==> config.mk <==
export PLATFORM = sky130hd
export DESIGN_NAME = multi_channel_software_watchdog_core
export DESIGN_NICKNAME = d
export VERILOG_FILES = /design/src/design/mcwd_pkg.sv /design/src/design/mcwd_ram.sv /design/src/design/mcwd_ctrl.sv /design/src/design/multi_channel_software_watchdog_core.sv
export SDC_FILE = /design/constraint.sdc
export NUM_CORES = 2
export LEC_CHECK = 0
export ABC_CLOCK_PERIOD_IN_PS = 21800
export BUFFER_PORTS_ARGS = -buffer_cell sky130_fd_sc_hd__buf_2
export CORE_ASPECT_RATIO = 2
export CORE_MARGIN = 2
export CORE_UTILIZATION = 39
export DETAILED_ROUTE_END_ITERATION = 6
export SYNTH_ARGS = -nofsm -noshare
export SYNTH_HDL_FRONTEND = slang
export SYNTH_SLANG_ARGS = --single-unit
export TNS_END_PERCENT = 10
==> constraint.sdc <==
create_clock -name clk -period 21.8 [get_ports clk]
set_clock_uncertainty 0.1 [all_clocks]
set_input_delay 4.36 -clock clk [delete_from_list [all_inputs] [get_ports clk]]
set_output_delay 4.36 -clock clk [all_outputs]
set_load 0.03 [all_outputs]
==> src/design/mcwd_pkg.sv <==
// ----------------------------------------------------------------------------
// mcwd_pkg
// Shared types and constants for the multi-channel software watchdog.
// ----------------------------------------------------------------------------
package mcwd_pkg;

  localparam int DEFAULT_MAX_CHANNELS = 10;

  localparam int TIME_W = 48;
  localparam int MS_W   = 32;

  localparam logic [1:0] REQ_REGISTER = 2'd0;
  localparam logic [1:0] REQ_KICK     = 2'd1;
  localparam logic [1:0] REQ_TICK     = 2'd2;

  localparam logic [2:0] ST_REGISTERED     = 3'd0;
  localparam logic [2:0] ST_DEADLINE_SHORT = 3'd1;
  localparam logic [2:0] ST_TIMEOUT_SHORT  = 3'd2;
  localparam logic [2:0] ST_FULL           = 3'd3;
  localparam logic [2:0] ST_KICKED         = 3'd4;
  localparam logic [2:0] ST_BAD_HANDLE     = 3'd5;
  localparam logic [2:0] ST_TICK_OK        = 3'd6;
  localparam logic [2:0] ST_EXPIRED        = 3'd7;

  localparam logic CFG_MIN_INITIAL_DEADLINE = 1'b0;
  localparam logic CFG_MIN_TIMEOUT          = 1'b1;

  // 30 min and 5 min in milliseconds
  localparam logic [MS_W-1:0] RST_MIN_INITIAL_DEADLINE = 32'd1800000;
  localparam logic [MS_W-1:0] RST_MIN_TIMEOUT          = 32'd300000;

  typedef struct packed {
    logic [MS_W-1:0] min_initial_deadline;
    logic [MS_W-1:0] min_timeout;
  } cfg_t;

  typedef struct packed {
    logic [2:0] status;
    logic [3:0] handle_out;
    logic [3:0] expired_index;
  } res_t;

endpackage

==> src/design/mcwd_ram.sv <==
// ----------------------------------------------------------------------------
// mcwd_ram
// Single write port, single read port memory with registered read data.
// ----------------------------------------------------------------------------
module mcwd_ram #(
  parameter int DEPTH = 10,
  parameter int WIDTH = 64,
  parameter int AW    = 4
) (
  input  logic             clk,
  input  logic             we,
  input  logic [AW-1:0]    waddr,
  input  logic [WIDTH-1:0] wdata,
  input  logic [AW-1:0]    raddr,
  output logic [WIDTH-1:0] rdata
);

  logic [WIDTH-1:0] mem [DEPTH];

  always_ff @(posedge clk) begin
    if (we) begin
      mem[waddr] <= wdata;
    end
    rdata <= mem[raddr];
  end

endmodule

==> src/design/mcwd_ctrl.sv <==
// ----------------------------------------------------------------------------
// mcwd_ctrl
// Request sequencer: registration checks, kicks, millisecond clock and the
// channel scan over the channel memories.
// ----------------------------------------------------------------------------
module mcwd_ctrl import mcwd_pkg::*; #(
  parameter int MAX_CHANNELS = DEFAULT_MAX_CHANNELS,
  parameter int AW = (MAX_CHANNELS > 1) ? $clog2(MAX_CHANNELS) : 1
) (
  input  logic                   clk,
  input  logic                   rst,
  input  logic                   in_valid,
  output logic                   in_ready,
  input  logic [1:0]             req_type,
  input  logic [MS_W-1:0]        timeout_ms,
  input  logic [MS_W-1:0]        initial_deadline_ms,
  input  logic                   force_req,
  input  logic [3:0]             handle,
  input  cfg_t                   cfg,
  output logic                   res_valid,
  input  logic                   res_ready,
  output res_t                   res,
  output logic                   par_we,
  output logic [AW-1:0]          par_waddr,
  output logic [2*MS_W-1:0]      par_wdata,
  output logic                   kick_we,
  output logic [AW-1:0]          kick_waddr,
  output logic [TIME_W-1:0]      kick_wdata,
  output logic [AW-1:0]          raddr,
  input  logic [2*MS_W-1:0]      par_rdata,
  input  logic [TIME_W-1:0]      kick_rdata
);

  localparam int CW = $clog2(MAX_CHANNELS + 1);

  localparam logic [1:0] S_IDLE = 2'd0;
  localparam logic [1:0] S_SCAN = 2'd1;
  localparam logic [1:0] S_DONE = 2'd2;

  logic [1:0]        state;
  logic [CW-1:0]     used_count;
  logic [TIME_W-1:0] now_ms;
  logic              tripped;
  logic [3:0]        tripped_index;
  logic [CW-1:0]     rd_idx;
  logic              ev_valid;
  logic [AW-1:0]     ev_idx;

  logic              acc;
  logic              dl_short;
  logic              tmo_short;
  logic              full;
  logic              reg_ok;
  logic              kick_ok;
  logic              issue;
  logic              hit;
  logic [MS_W-1:0]   ev_timeout;
  logic [MS_W-1:0]   ev_deadline;
  logic [TIME_W:0]   expire_at;
  res_t              latched;

  function automatic res_t make_res(logic [2:0] st, logic [3:0] h, logic [3:0] e);
    res_t r;
    r.status        = st;
    r.handle_out    = h;
    r.expired_index = e;
    return r;
  endfunction

  assign in_ready  = (state == S_IDLE);
  assign res_valid = (state == S_DONE);
  assign acc       = in_valid && in_ready;

  assign dl_short  = !force_req && (initial_deadline_ms < cfg.min_initial_deadline);
  assign tmo_short = !force_req && (timeout_ms < cfg.min_timeout);
  assign full      = (used_count >= CW'(MAX_CHANNELS));
  assign reg_ok    = !dl_short && !tmo_short && !full;
  assign kick_ok   = ({1'b0, handle} < 5'(used_count));

  assign par_we     = acc && (req_type == REQ_REGISTER) && reg_ok;
  assign par_waddr  = used_count[AW-1:0];
  assign par_wdata  = {timeout_ms, initial_deadline_ms};
  assign kick_we    = par_we || (acc && (req_type == REQ_KICK) && kick_ok);
  assign kick_waddr = (req_type == REQ_REGISTER) ? used_count[AW-1:0] : handle[AW-1:0];
  assign kick_wdata = now_ms;

  // scan pipeline: read stage issues rd_idx, eval stage checks the entry
  assign raddr       = rd_idx[AW-1:0];
  assign ev_timeout  = par_rdata[2*MS_W-1:MS_W];
  assign ev_deadline = par_rdata[MS_W-1:0];
  assign expire_at   = {1'b0, kick_rdata} + (TIME_W+1)'(ev_timeout);
  assign hit = ev_valid && (ev_timeout != '0)
            && (now_ms >= TIME_W'(ev_deadline))
            && ({1'b0, now_ms} >= expire_at);
  assign issue = (state == S_SCAN) && !hit && (rd_idx < used_count);

  always_comb begin
    latched = '0;
    if (tripped) begin
      latched.status        = ST_EXPIRED;
      latched.expired_index = tripped_index;
    end else begin
      latched.status = ST_TICK_OK;
    end
  end

  always_ff @(posedge clk) begin
    if (rst) begin
      state         <= S_IDLE;
      used_count    <= '0;
      now_ms        <= '0;
      tripped       <= 1'b0;
      tripped_index <= '0;
      rd_idx        <= '0;
      ev_valid      <= 1'b0;
    end else begin
      case (state)
        S_IDLE: begin
          if (acc) begin
            case (req_type)
              REQ_REGISTER: begin
                state <= S_DONE;
                if (dl_short) begin
                  res <= make_res(ST_DEADLINE_SHORT, 4'd0, 4'd0);
                end else if (tmo_short) begin
                  res <= make_res(ST_TIMEOUT_SHORT, 4'd0, 4'd0);
                end else if (full) begin
                  res <= make_res(ST_FULL, 4'd0, 4'd0);
                end else begin
                  res        <= make_res(ST_REGISTERED, 4'(used_count), 4'd0);
                  used_count <= used_count + 1'b1;
                end
              end
              REQ_KICK: begin
                state <= S_DONE;
                res   <= make_res(kick_ok ? ST_KICKED : ST_BAD_HANDLE, 4'd0, 4'd0);
              end
              REQ_TICK: begin
                now_ms <= now_ms + 1'b1;
                if (tripped) begin
                  state <= S_DONE;
                  res   <= latched;
                end else begin
                  state    <= S_SCAN;
                  rd_idx   <= '0;
                  ev_valid <= 1'b0;
                end
              end
              default: begin
                state <= S_DONE;
                res   <= latched;
              end
            endcase
          end
        end
        S_SCAN: begin
          ev_valid <= issue;
          ev_idx   <= rd_idx[AW-1:0];
          if (issue) begin
            rd_idx <= rd_idx + 1'b1;
          end
          if (hit) begin
            tripped       <= 1'b1;
            tripped_index <= 4'(ev_idx);
            res           <= make_res(ST_EXPIRED, 4'd0, 4'(ev_idx));
            state         <= S_DONE;
          end else if (!ev_valid && !issue) begin
            res   <= make_res(ST_TICK_OK, 4'd0, 4'd0);
            state <= S_DONE;
          end
        end
        S_DONE: begin
          if (res_ready) begin
            state <= S_IDLE;
          end
        end
        default: begin
          state <= S_IDLE;
        end
      endcase
    end
  end

endmodule

==> src/design/multi_channel_software_watchdog_core.sv <==
// ----------------------------------------------------------------------------
// multi_channel_software_watchdog_core
// Watchdog channel table with registration, kicks and a millisecond scan.
// ----------------------------------------------------------------------------
// Usage:
//   Requests enter on the in_valid/in_ready channel, one transaction per
//   request; each request yields exactly one result transaction on
//   out_valid/out_ready (status, handle_out, expired_index).
//   Register, kick and unknown requests go from idle straight to the done
//   state on acceptance. A tick scans the registered channels through
//   the channel memories at one channel per cycle and stops at the first
//   expired channel; a tick while tripped skips the scan and returns the
//   latched expired result. One request is worked on at a time, so the
//   next one is taken the cycle after the previous result moves into the
//   output register.
//   The user must write the minimum deadline and timeout registers through
//   cfg_we/cfg_index/cfg_data only while no request is in flight; the block
//   itself does not enforce this.
//   Reset clears the channel count, the millisecond clock and the tripped
//   state and restores the minimum registers; the channel memories are not
//   cleared since only registered entries are ever read.
//   A stalled receiver holds the result in the output register; one more
//   request may be accepted and its result waits inside until room frees.
// ----------------------------------------------------------------------------
module multi_channel_software_watchdog_core import mcwd_pkg::*; #(
  parameter int MAX_CHANNELS = DEFAULT_MAX_CHANNELS
) (
  input  logic              clk,
  input  logic              rst,
  input  logic              in_valid,
  output logic              in_ready,
  input  logic [1:0]        req_type,
  input  logic [MS_W-1:0]   timeout_ms,
  input  logic [MS_W-1:0]   initial_deadline_ms,
  input  logic              force_req,
  input  logic [3:0]        handle,
  output logic              out_valid,
  input  logic              out_ready,
  output logic [2:0]        status,
  output logic [3:0]        handle_out,
  output logic [3:0]        expired_index,
  input  logic              cfg_we,
  input  logic              cfg_index,
  input  logic [MS_W-1:0]   cfg_data
);

  localparam int AW = (MAX_CHANNELS > 1) ? $clog2(MAX_CHANNELS) : 1;

  cfg_t              cfg;
  res_t              res;
  logic              res_valid;
  logic              res_ready;
  logic              par_we;
  logic [AW-1:0]     par_waddr;
  logic [2*MS_W-1:0] par_wdata;
  logic              kick_we;
  logic [AW-1:0]     kick_waddr;
  logic [TIME_W-1:0] kick_wdata;
  logic [AW-1:0]     raddr;
  logic [2*MS_W-1:0] par_rdata;
  logic [TIME_W-1:0] kick_rdata;

  always_ff @(posedge clk) begin
    if (rst) begin
      cfg.min_initial_deadline <= RST_MIN_INITIAL_DEADLINE;
      cfg.min_timeout          <= RST_MIN_TIMEOUT;
    end else if (cfg_we) begin
      case (cfg_index)
        CFG_MIN_INITIAL_DEADLINE: cfg.min_initial_deadline <= cfg_data;
        CFG_MIN_TIMEOUT:          cfg.min_timeout          <= cfg_data;
        default: begin
        end
      endcase
    end
  end

  // output register
  assign res_ready = !out_valid || out_ready;

  always_ff @(posedge clk) begin
    if (rst) begin
      out_valid <= 1'b0;
    end else if (res_ready) begin
      out_valid <= res_valid;
    end
  end

  always_ff @(posedge clk) begin
    if (res_ready && res_valid) begin
      status        <= res.status;
      handle_out    <= res.handle_out;
      expired_index <= res.expired_index;
    end
  end

  mcwd_ram #(
    .DEPTH (MAX_CHANNELS),
    .WIDTH (2*MS_W),
    .AW    (AW)
  ) u_par_ram (
    .clk   (clk),
    .we    (par_we),
    .waddr (par_waddr),
    .wdata (par_wdata),
    .raddr (raddr),
    .rdata (par_rdata)
  );

  mcwd_ram #(
    .DEPTH (MAX_CHANNELS),
    .WIDTH (TIME_W),
    .AW    (AW)
  ) u_kick_ram (
    .clk   (clk),
    .we    (kick_we),
    .waddr (kick_waddr),
    .wdata (kick_wdata),
    .raddr (raddr),
    .rdata (kick_rdata)
  );

  mcwd_ctrl #(
    .MAX_CHANNELS (MAX_CHANNELS),
    .AW           (AW)
  ) u_ctrl (
    .clk                 (clk),
    .rst                 (rst),
    .in_valid            (in_valid),
    .in_ready            (in_ready),
    .req_type            (req_type),
    .timeout_ms          (timeout_ms),
    .initial_deadline_ms (initial_deadline_ms),
    .force_req           (force_req),
    .handle              (handle),
    .cfg                 (cfg),
    .res_valid           (res_valid),
    .res_ready           (res_ready),
    .res                 (res),
    .par_we              (par_we),
    .par_waddr           (par_waddr),
    .par_wdata           (par_wdata),
    .kick_we             (kick_we),
    .kick_waddr          (kick_waddr),
    .kick_wdata          (kick_wdata),
    .raddr               (raddr),
    .par_rdata           (par_rdata),
    .kick_rdata          (kick_rdata)
  );

`ifndef NO_ASSERTIONS
  a_one_in_flight: assert property (@(posedge clk) disable iff (rst)
    (in_valid && in_ready) |=> !in_ready)
    else $error("request accepted while another is in flight");

  a_result_loaded: assert property (@(posedge clk) disable iff (rst)
    (res_valid && res_ready) |=> out_valid)
    else $error("result not moved into output register");

  a_handle_range: assert property (@(posedge clk) disable iff (rst)
    (out_valid && status == ST_REGISTERED) |-> (32'(handle_out) < MAX_CHANNELS))
    else $error("handle beyond channel table");

  a_index_zero: assert property (@(posedge clk) disable iff (rst)
    (out_valid && status != ST_EXPIRED) |-> (expired_index == '0))
    else $error("expired index set on non-expired result");
`endif

endmodule

-- After elaboration in Yosys (flattened, before gate mapping)
Memories as Yosys holds them, arrays and structs flattened. A register that Yosys moved wholly into a read port is not among the register bits.
Index checks and enable logic that the tools add are counted.
- register bits after elaboration: 155
- memory bits (writable): 1120
- bits of input ports: 109
- output and inout port bits: 13
- word-level logic and storage cells: 119
- memories kept: 2
- $add $sub $neg: 4
- magnitude comparators: 7
- equal/unequal tests: 11
- multiplexer cells: 33
- bitwise logic cells: 5
- reductions and logical operators: 40
- memory list (memory ; depth ; width ; rd ports ; clocked after memory_dff ; write ports ; line ; source):
    u_par_ram.mem ; 10 ; 64 ; 1 ; 1 ; 1 ; mcwd_ram.sv:18 ; logic [WIDTH-1:0] mem [DEPTH];
    u_kick_ram.mem ; 10 ; 48 ; 1 ; 1 ; 1 ; mcwd_ram.sv:18 ;
- operator list (operator ; number):
    $mux 11 ; 6
    $lt 32x32->1 ; 2
    $add 48x32->49 ; 1
    $ge 48x49->1 ; 1
    $add 48x1->48 const B ; 1
    $ge 48x32->1 ; 1
    $pmux 11 s3 ; 1
    $reduce_bool 32->1 ; 1
    $mux 4 ; 6
    $pmux 11 s2 ; 1
    $logic_and 1x1->1 ; 16
    $mux 2 ; 6
    $mux 10 ; 1
    $reduce_and 5->1 ; 2
    $mux 1 ; 9
    $add 4x1->4 const B ; 2
    $logic_not 1->1 ; 8
    $lt 4x4->1 ; 2
    $pmux 4 s2 ; 1
    $reduce_and 2->1 ; 4
    $ne 2x2->1 const B ; 3
    $pmux 2 s3 ; 1
    $reduce_and 3->1 ; 2
    $reduce_and 6->1 ; 1
    other kinds (12) ; 21

-- Logic depth before layout (Yosys ltp)
- depth after elaboration: 12
- depth in mapped cells: 22
- depth with buffers taken out: 21

-- Modules after synthesis
From an unflattened synthesis, not the netlist that was laid out.
- cell total of the unflattened synthesis: 3916
- area total of the unflattened synthesis: 58995.3 um^2
- modules (own cells, without submodules) (module ; instances ; cells each ; area each (um^2) ; seq. area each (um^2)):
    mcwd_ram at u_par_ram ; 1 ; 1376 ; 26564.2 ; 20499.7
    mcwd_ram at u_kick_ram ; 1 ; 1038 ; 19711.4 ; 15374.7
    mcwd_ctrl ; 1 ; 1228 ; 9680.5 ; 1731.7
    multi_channel_software_watchdog_core ; 1 ; 274 ; 3039.2 ; 1631.6

-- Least setup slack after synthesis
Ideal clock, no wire load.
- kind: input-to-reg
- start: input port timeout_ms[31]
- end: memory u_kick_ram.mem[8][0] in the netlist's numbering (enable)
- library setup time: 0.513 ns
- arrival time: 9.402 ns
- required time: 21.187 ns
- path slack: 11.785 ns
- cell stages on the path: 8
- buffers on the path: 0
- cell sequence: ha_1 > nand4_1 > nor4_1 > nand2_1 > o41ai_1 > o211a_1 > mux2i_2 > nor3_1
- word-level cells in the longest chain between the ends: 9
- ends and longest elaborated chain (item ; line ; source):
    start, declared ; multi_channel_software_watchdog_core.sv:33 ; input logic [MS_W-1:0] timeout_ms,
    $lt 32x32->1 ; mcwd_ctrl.sv:75 ; assign tmo_short = !force_req && (timeout_ms < cfg.min_timeout);
    $logic_and 1x1->1 ; mcwd_ctrl.sv:75 ;
    $logic_not 1->1 ; mcwd_ctrl.sv:77 ; assign reg_ok = !dl_short && !tmo_short && !full;
    $logic_and 1x1->1 (2 in a row) ; mcwd_ctrl.sv:77 ;
    $logic_and 1x1->1 ; mcwd_ctrl.sv:80 ; assign par_we = acc && (req_type == REQ_REGISTER) && reg_ok;
    $logic_or 1x1->1 ; mcwd_ctrl.sv:83 ; assign kick_we = par_we || (acc && (req_type == REQ_KICK) && kick_ok);
    $mux 1 ; mcwd_ram.sv:21 ; if (we) begin
    $mux 1 (implied by the code) ; mcwd_ram.sv:22 ; mem[waddr] <= wdata;
    end, declared ; mcwd_ram.sv:18 ;
Every way passes these cells.

-- Worst setup path in the final report
- start: input port timeout_ms[26]
- end: memory u_par_ram.mem[5][1] (enable)
- word-level cells in the longest chain between the ends: 8
- ends and longest elaborated chain (item ; line):
    $lt 32x32->1 ; mcwd_ctrl.sv:75
    $logic_and 1x1->1 ; mcwd_ctrl.sv:75
    $logic_not 1->1 ; mcwd_ctrl.sv:77
    $logic_and 1x1->1 (2 in a row) ; mcwd_ctrl.sv:77
    $logic_and 1x1->1 ; mcwd_ctrl.sv:80
    $mux 1 ; mcwd_ram.sv:21
    $mux 1 (implied by the code) ; mcwd_ram.sv:22
    end, declared ; mcwd_ram.sv:18
Every way passes these cells.

==> results_dict.tcl <==
set metrics [dict create \
    run_status "finished, final reports clean" \
    synth_cell_type_count 73 \
    edff_count_synth 1146 \
    first_global_vias 32600 \
    clk_path_buf_depth 3 \
    numCtsBuffers 115 \
    clock_root_buffer_master "clkbuf_16" \
    layout-drive-gt1-share_pct 16.44 \
    timing.hold.worst.class "reg2reg" \
    postSynth.topFlopCell "edfxtp_1" \
    ys_ff_latch 1387 \
    final_nets 4026 \
    grt_max_degree 127 \
    placement_rows 197 \
    end_kind "flip-flop" \
    post-route-min-period_ps 9434 \
    cp_max_fo 44 \
    cts_hold_repair.buffers 0 \
    fmaxAchievable_ghz 0.1060 \
    clock_tree_from_tritoncts "yes" \
    clock_latency_late_sink_ps 730 \
    fin_worst_hold_slack_ps 322.6 \
    timing.max_cap.violations 0 \
    clk_sinks 1387 \
    layout_worst_path_cycle_share_pct 43.27 \
    ctsResizeCount 0 \
    fin_setup_tns_ps 0 \
    effective_utilization_at_floorplan_pct 39.19 \
    start_kind "primary input" \
    worst_r2r_path_depth 21 \
    cts.htree.levels 3 \
    hold_depth 0 \
    synthesis.nets 3898 \
    finalSetupViolations 0 \
    route.detailed.wl_per_inst_microns 25.92 \
    synth.area.top_cells "edfxtp_1 (61%), mux4_2 (9.0%), dfxtp_1 (8.6%), ha_1 (4.1%), nand2_1 (2.7%)" \
    grt_use_total_pct 20.15 \
    gr-total-overflow 0 \
    leakagePower_nw 21.56 \
    synthesis.yosys.warnings 0 \
    nFillCells 12620 \
    drt_pass1_iterations 5 \
    worst-endpoint-arrival_ps 9660 \
    antenna_left 0 \
    netlist_instances 3602 \
    netlist.area_leader.share_pct 61.10 \
    post-synth-top-count-cell "edfxtp_1" \
    peakVddDrop_v 0.00006472 \
    pin_count 122 \
    coreArea_sq_um 143700 \
    die_x_microns 272.7 \
    place_congestion 0.8657 \
    synth.cells.most_frequent "edfxtp_1 (1146), nand2_1 (402), dfxtp_1 (241)" \
    detail_route.drc_violations 0 \
    cell_area_synth_sq_um 56320 \
    die_height_microns 541.4 \
    synthArstFlopShare_pct 0 \
    cts.reportedPaths.clkPinSlew_ps 70 \
    timing.max_slew.rel_slack_pct 9.879 \
    cts_setup_buffers 0 \
    max_slew_violation_count 0 \
    power.density_nw_per_um2 82.78 \
    placement.io_buffers 121 \
    initial_detailed_routing_violation_count 2044 \
    die_area_sq_um 147600 \
    dpl.hpwl_microns 97060 \
    synth-seq-area-share_pct 69.67 \
    initial_antenna_violation_count 18 \
    drt-vias-per-instance 5.505 \
    syn_avg_cell_area_sq_um 15.64 \
    critical_path_data_required_time_ps 22030 \
    report.final.hold_viol_count 0 \
    critical_path_class "in2reg" \
    first_pass_grt_wire_length_microns 216400 \
    routed_wl_microns 148600 \
    routed-via-count 31560 \
    synth_area_leader_cell "edfxtp_1" \
    tightestPinTransition_ps 1334 \
    grt_setup_unrepaired "false" \
    flow.area_growth_from_synthesis_pct 12.35 \
]
-- where the power goes --
| part | internal [mW] | switching (mW) |
|---|---|---|
| sequential | 2.87 | 0.0116 |
| combinational | 0.0560 | 0.117 |
| clock | 1.22 | 0.966 |
-- final timing paths --
| kind | from | end | slack (ps) |
|---|---|---|---|
| worst max register to register | u_par_ram.rdata[33] | u_ctrl.res[5] | 13290 |
| worst min-delay path | u_ctrl.res[2] | expired_index[2] | 320 |
| worst max-delay path | timeout_ms[26] | u_par_ram.mem[5][1] | 12370 |
| worst min register to register | u_ctrl.res[2] | expired_index[2] | 320 |
-- final cells by class --
cell class | instances | area, sq um | area share, %
Sequential cell | 1387 | 39250 | 62.03
Multi-Input combinational cell | 1925 | 16080 | 25.42
Clock buffer | 153 | 3223 | 5.094
Tap cell | 1890 | 2365 | 3.737
Timing Repair Buffer | 176 | 1046 | 1.653
Clock inverter | 67 | 805.8 | 1.274
Inverter | 125 | 479.2 | 0.7574
Antenna cell | 9 | 22.52 | 0.03559
-- placed cells by master (no fill, tap or decap), drive strengths merged, types with 35 or more instances in the layout --
| cell | netlist | routed |
|---|---|---|
| clkinv | 1 | 38 |
| ha | 186 | 186 |
| o21ai | 59 | 59 |
| nand3 | 54 | 54 |
| nand2 | 402 | 402 |
| xor2 | 49 | 49 |
| mux4 | 224 | 224 |
| a31oi | 116 | 116 |
| a21o | 38 | 38 |
| nor2 | 110 | 110 |
| nor2b | 122 | 122 |
| a21oi | 128 | 128 |
| buf | 47 | 176 |
| clkbuf | 118 | 153 |
| dfxtp | 241 | 241 |
| a211oi | 127 | 127 |
| inv | 124 | 131 |
| and3 | 35 | 35 |
| edfxtp | 1146 | 1146 |
-- flip-flops by register name, summed over array words and instances (netlist names) --
register	flops
u_par_ram.mem	640
u_ctrl.tripped_index	4
handle_out	4
out_valid	1
u_ctrl.par_waddr	4
cfg	64
u_ctrl.tripped	1
u_ctrl.state	2
u_kick_ram.rdata	48
u_ctrl.ev_valid	1
u_ctrl.res	11
u_ctrl.kick_wdata	48
expired_index	4
u_par_ram.rdata	64
u_kick_ram.mem	480
u_ctrl.raddr	4
u_ctrl.ev_idx	4
status	3
-- critical path, cell delays in order --
cell and delay (ps):
buf_2 170, ha_1 320, nand4_1 270, nor4_1 480
nand2_1 320, o41ai_1 1130, o211ai_1 450, nor2_1 710
and3_4 580, buf_4 760
-- logic make-up after synthesis --
logic type	share of synthesized area, %
AND/OR/NAND/NOR	7.434
AO/OA/AOI/OAI	6.387
adder cells (fa/ha/maj)	4.168
XOR/XNOR	1.229
multiplexers	9.144
buffers and inverters	1.968
flip-flops	69.67
-- per-stage QoR --
step           instance area (sq um)  power (mW)  std cells  setup WS, ps  utilization (%)
3_5_place_dp                   59220       3.115       5503         11680            41.21
6_report                       63270       5.238       5732         12370            44.03
2_1_floorplan                  56320       3.030       3602         11780                -
5_1_grt                        63250       5.386       5725         12160            44.02
4_1_cts                        63250       5.277       5723         12420            44.01
3_3_place_gp                   59220       3.112       5503         11780            41.21
-- per-layer routing --
metal  share of wire, %  global-route usage [%]  vias up
li1                   -                       -    14150
met1                 35                   20.84    16380
met2                 57                   40.03      747
met3                3.6                   2.244      274
met4                4.5                   8.670       12
met5              0.050                       0        -
Power figures use the tool's default switching activity.
